<file path="src/rtl/core/prma_pkg.sv">
// Shared constants, codes and types of the pixel region mask pipeline.
// No dependencies; every other file in rtl/core imports this package.
package prma_pkg;

	// Width of pixel coordinates and of the coordinate registers.
	localparam int COORD_BITS = 12;
	// Fractional bits of the cone distance.
	localparam int FRAC_BITS = 8;
	// Width of one squared coordinate difference.
	localparam int PROD_W = 2 * COORD_BITS;
	// Width of dx*dx + dy*dy.
	localparam int SQ_W = 2 * COORD_BITS + 1;
	// Width of the fixed-point radius.
	localparam int RAD_W = COORD_BITS + FRAC_BITS;
	// Width of the fixed-point distance, one bit more than the radius.
	localparam int ROOT_W = COORD_BITS + FRAC_BITS + 1;
	// Quotient bits of the cone falloff.
	localparam int QUO_W = 8;
	// Width of the configuration register index.
	localparam int CFG_IDX_W = 4;

	typedef logic [1:0] mode_t;
	localparam mode_t MODE_RECT = 2'd0;
	localparam mode_t MODE_DISC = 2'd1;
	localparam mode_t MODE_CONE = 2'd2;

	typedef logic [CFG_IDX_W-1:0] reg_idx_t;
	localparam reg_idx_t REG_MASK_MODE   = reg_idx_t'(0);
	localparam reg_idx_t REG_CENTER_ROW  = reg_idx_t'(1);
	localparam reg_idx_t REG_CENTER_COL  = reg_idx_t'(2);
	localparam reg_idx_t REG_RADIUS      = reg_idx_t'(3);
	localparam reg_idx_t REG_RECT_TOP    = reg_idx_t'(4);
	localparam reg_idx_t REG_RECT_LEFT   = reg_idx_t'(5);
	localparam reg_idx_t REG_RECT_BOTTOM = reg_idx_t'(6);
	localparam reg_idx_t REG_RECT_RIGHT  = reg_idx_t'(7);

	localparam logic [7:0] MASK_FULL = 8'd255;
	localparam logic [7:0] MASK_NONE = 8'd0;

	typedef struct packed {
		mode_t                 mode;
		logic [COORD_BITS-1:0] center_row;
		logic [COORD_BITS-1:0] center_col;
		logic [COORD_BITS-1:0] radius;
		logic [COORD_BITS-1:0] rect_top;
		logic [COORD_BITS-1:0] rect_left;
		logic [COORD_BITS-1:0] rect_bottom;
		logic [COORD_BITS-1:0] rect_right;
	} cfg_t;

	// Payload that rides along the pipeline next to the arithmetic.
	typedef struct packed {
		logic [7:0] chan_a;
		logic [7:0] chan_b;
		logic [7:0] chan_c;
		logic [7:0] mask;
		logic       cone;
	} side_t;

endpackage

</file>
<file path="src/rtl/core/prma_geom.sv">
// Geometry front end: distances to the center, squared distance, rectangle and
// disc tests. Three register stages. Depends on prma_pkg.
module prma_geom (
	input  logic                           clk,
	input  logic                           arst_n,
	input  logic                           en,
	input  logic                           in_valid,
	input  logic [prma_pkg::COORD_BITS-1:0] row,
	input  logic [prma_pkg::COORD_BITS-1:0] col,
	input  logic [7:0]                     chan_a,
	input  logic [7:0]                     chan_b,
	input  logic [7:0]                     chan_c,
	input  prma_pkg::cfg_t                 cfg,
	output logic                           out_valid,
	output logic [prma_pkg::SQ_W-1:0]      sum_sq,
	output prma_pkg::side_t                side
);
	import prma_pkg::*;

	logic [COORD_BITS-1:0] row_lo, row_hi, col_lo, col_hi;
	logic [COORD_BITS-1:0] dy_c, dx_c;
	logic                  rect_hit;
	side_t                 side_c;

	logic                  vld_s1;
	logic [COORD_BITS-1:0] dx_s1, dy_s1;
	logic                  disc_s1;
	side_t                 side_s1;

	logic                  vld_s2;
	logic [PROD_W-1:0]     dx2_s2, dy2_s2, r2_s2;
	logic                  disc_s2;
	side_t                 side_s2;

	logic [SQ_W-1:0]       sum_c;
	side_t                 side_s2_next;

	logic                  vld_s3;
	logic [SQ_W-1:0]       sum_s3;
	side_t                 side_s3;

	always_comb begin
		// Swapped corners still describe the span from the smaller to the larger value.
		row_lo = (cfg.rect_top < cfg.rect_bottom) ? cfg.rect_top : cfg.rect_bottom;
		row_hi = (cfg.rect_top < cfg.rect_bottom) ? cfg.rect_bottom : cfg.rect_top;
		col_lo = (cfg.rect_left < cfg.rect_right) ? cfg.rect_left : cfg.rect_right;
		col_hi = (cfg.rect_left < cfg.rect_right) ? cfg.rect_right : cfg.rect_left;
		rect_hit = (row >= row_lo) && (row <= row_hi) && (col >= col_lo) && (col <= col_hi);
		dy_c = (row > cfg.center_row) ? (row - cfg.center_row) : (cfg.center_row - row);
		dx_c = (col > cfg.center_col) ? (col - cfg.center_col) : (cfg.center_col - col);
		side_c.chan_a = chan_a;
		side_c.chan_b = chan_b;
		side_c.chan_c = chan_c;
		side_c.mask   = ((cfg.mode == MODE_RECT) && rect_hit) ? MASK_FULL : MASK_NONE;
		side_c.cone   = (cfg.mode == MODE_CONE);
	end

	always_comb begin
		sum_c = SQ_W'(dx2_s2) + SQ_W'(dy2_s2);
		side_s2_next = side_s2;
		if (disc_s2 && (sum_c <= SQ_W'(r2_s2))) begin
			side_s2_next.mask = MASK_FULL;
		end
	end

	always_ff @(posedge clk or negedge arst_n) begin
		if (!arst_n) begin
			vld_s1 <= 1'b0;
			vld_s2 <= 1'b0;
			vld_s3 <= 1'b0;
		end else if (en) begin
			vld_s1 <= in_valid;
			vld_s2 <= vld_s1;
			vld_s3 <= vld_s2;
		end
	end

	always_ff @(posedge clk) begin
		if (en) begin
			dx_s1   <= dx_c;
			dy_s1   <= dy_c;
			disc_s1 <= (cfg.mode == MODE_DISC);
			side_s1 <= side_c;

			dx2_s2  <= PROD_W'(dx_s1) * PROD_W'(dx_s1);
			dy2_s2  <= PROD_W'(dy_s1) * PROD_W'(dy_s1);
			r2_s2   <= PROD_W'(cfg.radius) * PROD_W'(cfg.radius);
			disc_s2 <= disc_s1;
			side_s2 <= side_s1;

			sum_s3  <= sum_c;
			side_s3 <= side_s2_next;
		end
	end

	assign out_valid = vld_s3;
	assign sum_sq    = sum_s3;
	assign side      = side_s3;

endmodule

</file>
<file path="config.mk">
export PLATFORM = sky130hd
export DESIGN_NAME = prma_geom
export DESIGN_NICKNAME = d
export VERILOG_FILES = /design/src/rtl/core/prma_pkg.sv /design/src/rtl/core/prma_geom.sv
export SDC_FILE = /design/constraint.sdc
export NUM_CORES = 1
export LEC_CHECK = 0
export BUFFER_PORTS_ARGS = -buffer_cell sky130_fd_sc_hd__buf_2
export CORE_MARGIN = 2
export CORE_UTILIZATION = 32
export DETAILED_ROUTE_END_ITERATION = 8
export PLACE_DENSITY = 0.59
export SLEW_MARGIN = 20
export SYNTH_ARGS = -nofsm -noshare
export SYNTH_HDL_FRONTEND = slang
export SYNTH_SLANG_ARGS = --single-unit
</file>
<file path="constraint.sdc">
create_clock -name clk -period 17.3 [get_ports clk]
set_clock_uncertainty 0.2 [all_clocks]
set_input_delay 2.595 -clock clk [delete_from_list [all_inputs] [get_ports clk]]
set_output_delay 2.595 -clock clk [all_outputs]
set_load 0.05 [all_outputs]
</file>
# ---- Yosys cells after proc, flatten, opt, wreduce, memory -nomap -nowiden
# Index checks and enable logic that the tools add are counted.
dict set report word_totals {
  mem_bits_rw 0
  word_cells 58
  n_memories 0
  romBits 0
  output_inout_bits 59
  input_bits 138
  ff_bits 225
  latch_bits 0
}
dict set report classes {
  shift 0
  mux 7
  div 0
  eq_ne 2
  bitwise_logic 0
  reduce_logical 6
  mul 3
  order_cmp 9
  n_addsub 5
}
# operator n
set ops {}
lappend ops {{$mul A12 B12 Y24} 3}
lappend ops {{$mux W12} 6}
lappend ops {{$sub A12 B12 Y12} 4}
lappend ops {{$add A24 B24 Y25} 1}
lappend ops {{$le A25 B24 Y1} 1}
lappend ops {{$ge A12 B12 Y1} 2}
lappend ops {{$gt A12 B12 Y1} 2}
lappend ops {{$le A12 B12 Y1} 2}
lappend ops {{$lt A12 B12 Y1} 2}
lappend ops {{$mux W8} 1}
lappend ops {{$logic_and A1 B1 Y1} 5}
lappend ops {{$eq A2 B1 Y1 const B} 1}
lappend ops {{$eq A2 B2 Y1 const B} 1}
lappend ops {{$logic_not A2 Y1} 1}

# ---- Depth between registers and ports, before layout
# Gate-level depths: netlist of the first run.
dict set report depth {
  depth_word 8
  mapped_depth 25
  ltp_nobuf 24
}

# ---- Worst setup path before layout of the first run
# OpenSTA, ideal clock, no wires.
dict set report synth_timing {
  path_type {input to register}
  from {in cfg[54] (netlist bit)}
  to {reg r2_s2[23] (data pin)}
  setup_ns 0.265
  path_buffers 1
  path_slack_ns 9.591
  required_time_ns 16.835
  cell_stages 22
  t_arrival_ns 7.245
  cell_sequence {clkbuf_1 nand2_1 inv_1 fa_1 fa_1 inv_1 fa_1 inv_1 fa_1 inv_1 fa_1 inv_1 ha_1 and3_1 and3_1 a21oi_1 a311oi_1 nand2_1 a31oi_1 o21ai_0 a21oi_1 a31oi_1}
}
dict set report synth_between {
  elab_chain_len 1
}
# element line_no
set synth_rtl {}
lappend synth_rtl {{start, declared} prma_geom.sv:13} ;# input prma_pkg::cfg_t cfg,
lappend synth_rtl {{$mul A12 B12 Y24} prma_geom.sv:87} ;# r2_s2 <= PROD_W'(cfg.radius) * PROD_W'(cfg.radius);
lappend synth_rtl {{end signal, assigned} prma_geom.sv:87}
lappend synth_rtl {{end, declared} prma_geom.sv:31} ;# logic [PROD_W-1:0] dx2_s2, dy2_s2, r2_s2;
# No other way between the ends.
# A chain may end at the register's enable or synchronous reset.

# ---- Worst setup path in the final report of the first run
# Same ends and word-level chain as after synthesis.

==> results of run 1 <==
[cell usage after synthesis (3+ instances only)]
master,n
a211oi_1,7
a21o_1,52
a21oi_1,111
a221oi_1,4
a31oi_1,8
and2_1,126
and3_1,7
buf_2,7
buf_4,8
clkbuf_1,40
dfrtp_1,3
edfxtp_1,198
fa_1,241
ha_1,336
inv_1,522
mux2_2,15
mux2i_1,55
nand2_1,111
nand2b_1,21
nand3_1,12
nand4_1,20
nor2_1,65
nor2b_1,40
nor3_1,9
nor3b_1,3
o21a_1,10
o21ai_0,42
o21ai_1,9
o21bai_1,19
o221ai_1,3
o31ai_1,5
or2_2,10
xnor2_1,84
xor2_1,28
[per-stage QoR]
stage | setup slack (ns) | instances | hold WS (ns) | instance area [um2] | util [%]
3_3_place_gp | 9.19 | 3364 | 0.200 | 25100 | 35.1
2_1_floorplan | 9.59 | 2268 | 0.200 | 23100 | -
3_5_place_dp | 9.14 | 3364 | 0.205 | 25100 | 35.1
6_report | 9.68 | 3402 | 0.214 | 25800 | 36.2
5_1_grt | 9.28 | 3402 | 0.223 | 25800 | 36.2
4_1_cts | 9.71 | 3402 | 0.216 | 25800 | 36.2
[state kept, by name (all words and copies together), names as in the netlist, 12 cells and up]
signal and count:
dy_s1 12, sum_sq 25, side_s1 26, dx_s1 12
dy2_s2 23, r2_s2 23, side 26, side_s2 26
dx2_s2 23
[routing by layer]
layer	wire (um)	share of wire [%]	vias up	track usage (%)
met5	0	0	-	0
met4	574	1.3	0	1.89
met3	2010	4.4	42	1.94
met2	21000	46	242	21.1
met1	21600	48	7343	16.8
li1	-	-	7683	-
[kinds of logic after synthesis]
logic type | synth area share, %
buffers and inverters | 9.56
adder cells (fa/ha/maj) | 39.1
AND/OR/NAND/NOR | 9.86
AO/OA/AOI/OAI | 8.10
flip-flops | 26.1
XOR/XNOR | 4.25
multiplexers | 3.11
[layout by cell type (no fill, tap or decap), types with 9 or more instances in the layout]
cell       instances
a21o_1            52
a21oi_1          111
and2_1           126
buf_2            195
clkbuf_16         23
edfxtp_1         198
fa_1             241
ha_1             336
inv_1            522
mux2_2            15
mux2i_1           55
nand2_1          111
nand2b_1          21
nand3_1           12
nand4_1           20
nor2_1            65
nor2b_1           40
nor3_1             9
o21a_1            10
o21ai_0           42
o21ai_1            9
o21bai_1          19
or2_2             10
xnor2_1           84
xor2_1            28
[area by class of cell]
class / instances / share of cell area [%]
clock inverters: 15 / 0.605
inverters: 523 / 7.59
repair buffers: 201 / 3.97
flip-flops and latches: 201 / 23.3
well taps: 950 / 4.60
clock buffers: 23 / 2.23
multi-input cells: 1489 / 57.7
[path summary, 6_finish.rpt]
kind,start,endpoint,slack (ns),depth (start not counted)
max reg2reg,dx_s1[6],dx2_s2[22],10.87,20
min in group asynchronous,arst_n,out_valid,1.65,1
max,cfg[54],r2_s2[23],9.68,22
max in group asynchronous,arst_n,vld_s1,15.14,1
min,side_s1[23],side_s2[23],0.21,0
min reg2reg,side_s1[23],side_s2[23],0.21,0
==> metrics.md, run 1 <==
| Metric | Value |
|---|---|
| Status | `finished, final reports clean` |
| Number of flops mapped to enable cells by yosys | `slightly below 200` |
| Port Buffers | `196` |
| Synthesized Nets | `between 2,000 and 3,000` |
| Placeable Area | `between 0.07 and 0.08 mm2` |
| Post-Synthesis Cells | `between 2,000 and 2,500` |
| Die Height | `roughly 270 um` |
| Max_slew headroom | `roughly a third` |
| Distinct cell type count after synthesis | `62` |
| Io pins | `197` |
| FF+latch count, synth | `201` |
| Hold Crit Class | `reg2reg` |
| Area Growth Syn to Fin | `11.9%` |
| Fillers | `7,185` |
| Initial Util | `approximately a third` |
| Setup tns final | `0 ns` |
| H-tree depth | `1` |
| Vias in the first global route | `15,825` |
| GRT Total Usage | `about 12%` |
| CTS tree | `done` |
| WP data required | `roughly 17 ns` |
| Minimum clock period | `7.62 ns` |
| First-pass GRT wire length | `approximately 76 mm` |
| Top cell type's share of synthesized area | `approximately 26%` |
| Initial DRC count | `560` |
| Worst-path fanout max | `12` |
| Total number of vias | `between 15,000 and 20,000` |
| Worst path buffer plus inverter count | `6` |
| Final hold vios | `0` |
| Yosys warning count | `0` |
| Register area share after synthesis | `about a quarter` |
| Largest net degree at the start of global routing | `~130` |
| Clk slew on worst S/H paths | `~0.06 ns` |
| DR WL/cell | `around 13 um` |
| Arrival @ worst endpoint | `7.68 ns` |
| Share of cells above drive strength 1 | `~11%` |
| Total of max-cap violations | `0` |
| Crit Path Class | `in2reg` |
| Hold-fix buffers, CTS | `0` |
| Placer Congestion | `0.807` |
| Slowest-stage cell, CP | `fa_1` |
| Slew @ Worst Pin | `between 1 and 1.5 ns` |
| Multi-input logic area | `between 0.01 and 0.015 mm2` |
| Routed WL | `45.2 mm` |
| Post-synthesis cell area | `between 0.02 and 0.025 mm2` |
| Cells along the critical path | `buf_2, nand2_1, inv_1, fa_1, fa_1, inv_1, fa_1, inv_1, fa_1, inv_1, fa_1, inv_1, ha_1, and3_1, and3_1, a21oi_1, a311oi_1, nand2_1, a31oi_1, o21ai_0, a21oi_1, a31oi_1` |
| FMAX | `around 130 MHz` |
| Max Buffers Root-to-Sink | `3` |
| Cell accounting for the most synthesized area | `edfxtp_1` |
| # DRC | `0` |
| RSZ-0062 raised after global routing | `false` |
| CP Capture Type | `register` |
| GRT overflow | `0` |
| Register area | `0.00602 mm2` |
| Rows | `between 90 and 100` |
| CP Launch Type | `input port` |
| Final net count | `3,154` |
| DP Wirelength | `~38 mm` |
| Ys async rst share | `roughly 1.5%` |
| CTS Root Cell | `clkbuf_16` |
| Final antenna diode count | `0` |
| Top cells by area, synth | `edfxtp_1 (26%), fa_1 (21%), ha_1 (18%), inv_1 (8.5%), and2_1 (3.4%)` |
| Crit path max-delay family | `adder cells` |
| Die span in x | `around 270 um` |
| DR vias/cell | `between 4 and 5` |
| Clk sink count | `~200` |
| Post-route ant nets | `0` |
| CTS buffer count | `23` |
| Total Die Area | `~0.074 mm2` |
| Crit-path max cell delay | `between 0.5 and 0.6 ns` |
| CTS resizes | `0` |
| Period utilisation layout | `44.0%` |
| DR pass1 iterations | `4` |
| Initial antenna violation count | `1` |
| Ys flop type | `edfxtp_1` |
| Worst skew pair latency | `between 0.5 and 0.6 ns` |
| Max-slew violation total from the final report | `0` |
| Final setup viols | `0` |
| Post-CTS Setup Repair Bufs | `0` |
| Avg Cell Area, Syn | `just over 10 um2` |
Power of run 1 is not shown: default switching activity piles up to over one toggle a cycle in this logic, so the estimate is an artifact.
==> inputs of run 2 (changes only) <==
==> constraint.sdc (replaced) <==
create_clock -name clk -period 7.3 [get_ports clk]
set_clock_uncertainty 0.2 [all_clocks]
set_input_delay 1.095 -clock clk [delete_from_list [all_inputs] [get_ports clk]]
set_output_delay 1.095 -clock clk [all_outputs]
set_load 0.05 [all_outputs]
==> metrics.md, run 2 (same netlist as run 1, synthesis figures left out) <==
| Metric | Value |
|---|---|
| Status | `finished, final reports clean (unchanged)` |
| Placeable Area | `0.0715 mm2 (unchanged)` |
| Io pins | `197 (unchanged)` |
| Initial Util | `32.3% (unchanged)` |
| GRT overflow | `0 (unchanged)` |
| Post-CTS Setup Repair Bufs | `0 (unchanged)` |
| Max Buffers Root-to-Sink | `3 (unchanged)` |
| Area Growth Syn to Fin | `12.5% (was 11.9%)` |
| Total number of vias | `15,318 (was 15,310)` |
| Met1 Track Usage GR | `17.4% (was 16.8%)` |
| DR pass1 iterations | `5 (was 4)` |
| Die Height | `273 um (unchanged)` |
| Arrival @ worst endpoint | `6.40 ns (was 7.68 ns)` |
| CP Launch Type | `register (was input port)` |
| Fin util | `36.4% (was 36.2%)` |
| CTS tree | `done (unchanged)` |
| Total Die Area | `0.0744 mm2 (unchanged)` |
| Largest net degree at the start of global routing | `75 (was 127)` |
| Final setup viols | `0 (unchanged)` |
| WP data required | `7.37 ns (was 17.37 ns)` |
| GRT Total Usage | `12.6% (was 12.4%)` |
| Routed WL | `45.7 mm (was 45.2 mm)` |
| Port Buffers | `196 (unchanged)` |
| Share of cells above drive strength 1 | `11.1% (about the same)` |
| Period utilisation layout | `around 87%` |
| CP Capture Type | `register (unchanged)` |
| DR vias/cell | `4.49 (was 4.50)` |
| Final antenna diode count | `0 (unchanged)` |
| Initial DRC count | `673 (was 560)` |
| Minimum clock period | `approximately 6.3 ns` |
| H-tree depth | `1 (unchanged)` |
| Max_slew headroom | `25.1% (was 32.8%)` |
| Most frequent cells in the layout | `inv_1 (522), ha_1 (336), fa_1 (241) (unchanged)` |
| Final net count | `3,156 (was 3,154)` |
| Clk sink count | `201 (unchanged)` |
| Placer Congestion | `0.811 (was 0.807)` |
| CTS resizes | `0 (unchanged)` |
| Most common cell after layout, fill and taps aside | `inv_1 (unchanged)` |
| Non-Filler Instances | `3,408 (was 3,402)` |
| Hold-fix buffers, CTS | `0 (unchanged)` |
| Initial antenna violation count | `1 (unchanged)` |
| CTS Root Cell | `clkbuf_16 (unchanged)` |
| Hold Crit Class | `in2async (was reg2reg)` |
| Rows | `98 (unchanged)` |
| GR peak layer | `met2 (unchanged)` |
| DR WL/cell | `13.4 um (was 13.3 um)` |
| Die span in x | `273 um (unchanged)` |
| Total of max-cap violations | `0 (unchanged)` |
| DP Wirelength | `38.4 mm (was 38.2 mm)` |
| Slew @ Worst Pin | `1.12 ns (was 1.01 ns)` |
| Worst skew pair latency | `0.55 ns (was 0.53 ns)` |
| Setup tns final | `0 ns (unchanged)` |
| Final hold vios | `0 (unchanged)` |
| RSZ-0062 raised after global routing | `false (unchanged)` |
| FMAX | `158 MHz` |
| Inst Count DP | `3,365 (was 3,364)` |
| Clk slew on worst S/H paths | `0.07 ns (was 0.06 ns)` |
| Hold WS | `0.147 ns (was 0.214 ns)` |
| Crit Path Class | `reg2reg (was in2reg)` |
| # DRC | `0 (unchanged)` |
| Met2 Usage GRT | `21.3% (was 21.1%)` |
| CTS buffer count | `23 (unchanged)` |
| First-pass GRT wire length | `77.2 mm (was 76.4 mm)` |
| GR Util met3 | `1.85% (was 1.94%)` |
| Max-slew violation total from the final report | `0 (unchanged)` |
| Worst-path fanout max | `12 (unchanged)` |
| Post-route ant nets | `0 (unchanged)` |
| Vias in the first global route | `15,739 (was 15,825)` |
## run 2: cell count changes in the layout (fill, tap and decap cells not counted), sizes merged
| cell | change |
|---|---|
| bufinv | +5 |
| clkinv | -3 |
| buf | +2 |
| clkbuf | +2 |
## run 2: area by class of cell
class                           instances  area, um2
Fill cell                            7164      45500
Multi-Input combinational cell       1489      14900
Sequential cell                       201       6020
Inverter                              523       1960
Tap cell                              950       1190
Timing Repair Buffer                  203       1040
Clock buffer                           25        583
Clock inverter                         17        282
## run 2: metrics by stage
| stage | instance area (um2) | setup WS, ns |
|---|---|---|
| floorplan | 23100 | 1.09 |
| global placement | 25100 | 0.743 |
| detailed placement | 25100 | 0.688 |
| CTS | 26000 | 0.928 |
| global route | 26000 | 0.566 |
| finish | 26000 | 0.975 |
## run 2: metal layers
layer	part of all wire, %	wire length [um]
met3	4.7	2150
met2	46	21200
met4	1.1	496
met5	0	0
met1	48	21800
## run 2: worst paths after layout
check	start	to	slack, ns	cells past startpoint
worst max-delay path	dx_s1[6]	dx2_s2[22]	0.98	20
worst min-delay path	arst_n	out_valid	0.15	1
worst max register to register	dx_s1[6]	dx2_s2[22]	0.98	20
worst min register to register	side_s2[26]	side[26]	0.21	0
max in group asynchronous	arst_n	vld_s1	6.65	1
min in group clk	side_s2[26]	side[26]	0.21	0
## run 2: worst max-delay path: stages, from the launching register on
cell,delay (ns)
edfxtp_1,0.65
nand2_1,0.15
fa_1,0.61
inv_1,0.07
fa_1,0.50
fa_1,0.51
fa_1,0.54
inv_1,0.05
fa_1,0.52
inv_1,0.04
ha_1,0.34
a21o_1,0.18
a21o_1,0.16
a21oi_1,0.25
nor3b_1,0.29
a211oi_1,0.16
o31ai_1,0.28
nand2b_1,0.12
a21o_1,0.18
a21oi_1,0.17
xnor2_1,0.08
Power of run 2 is left out for the same reason.
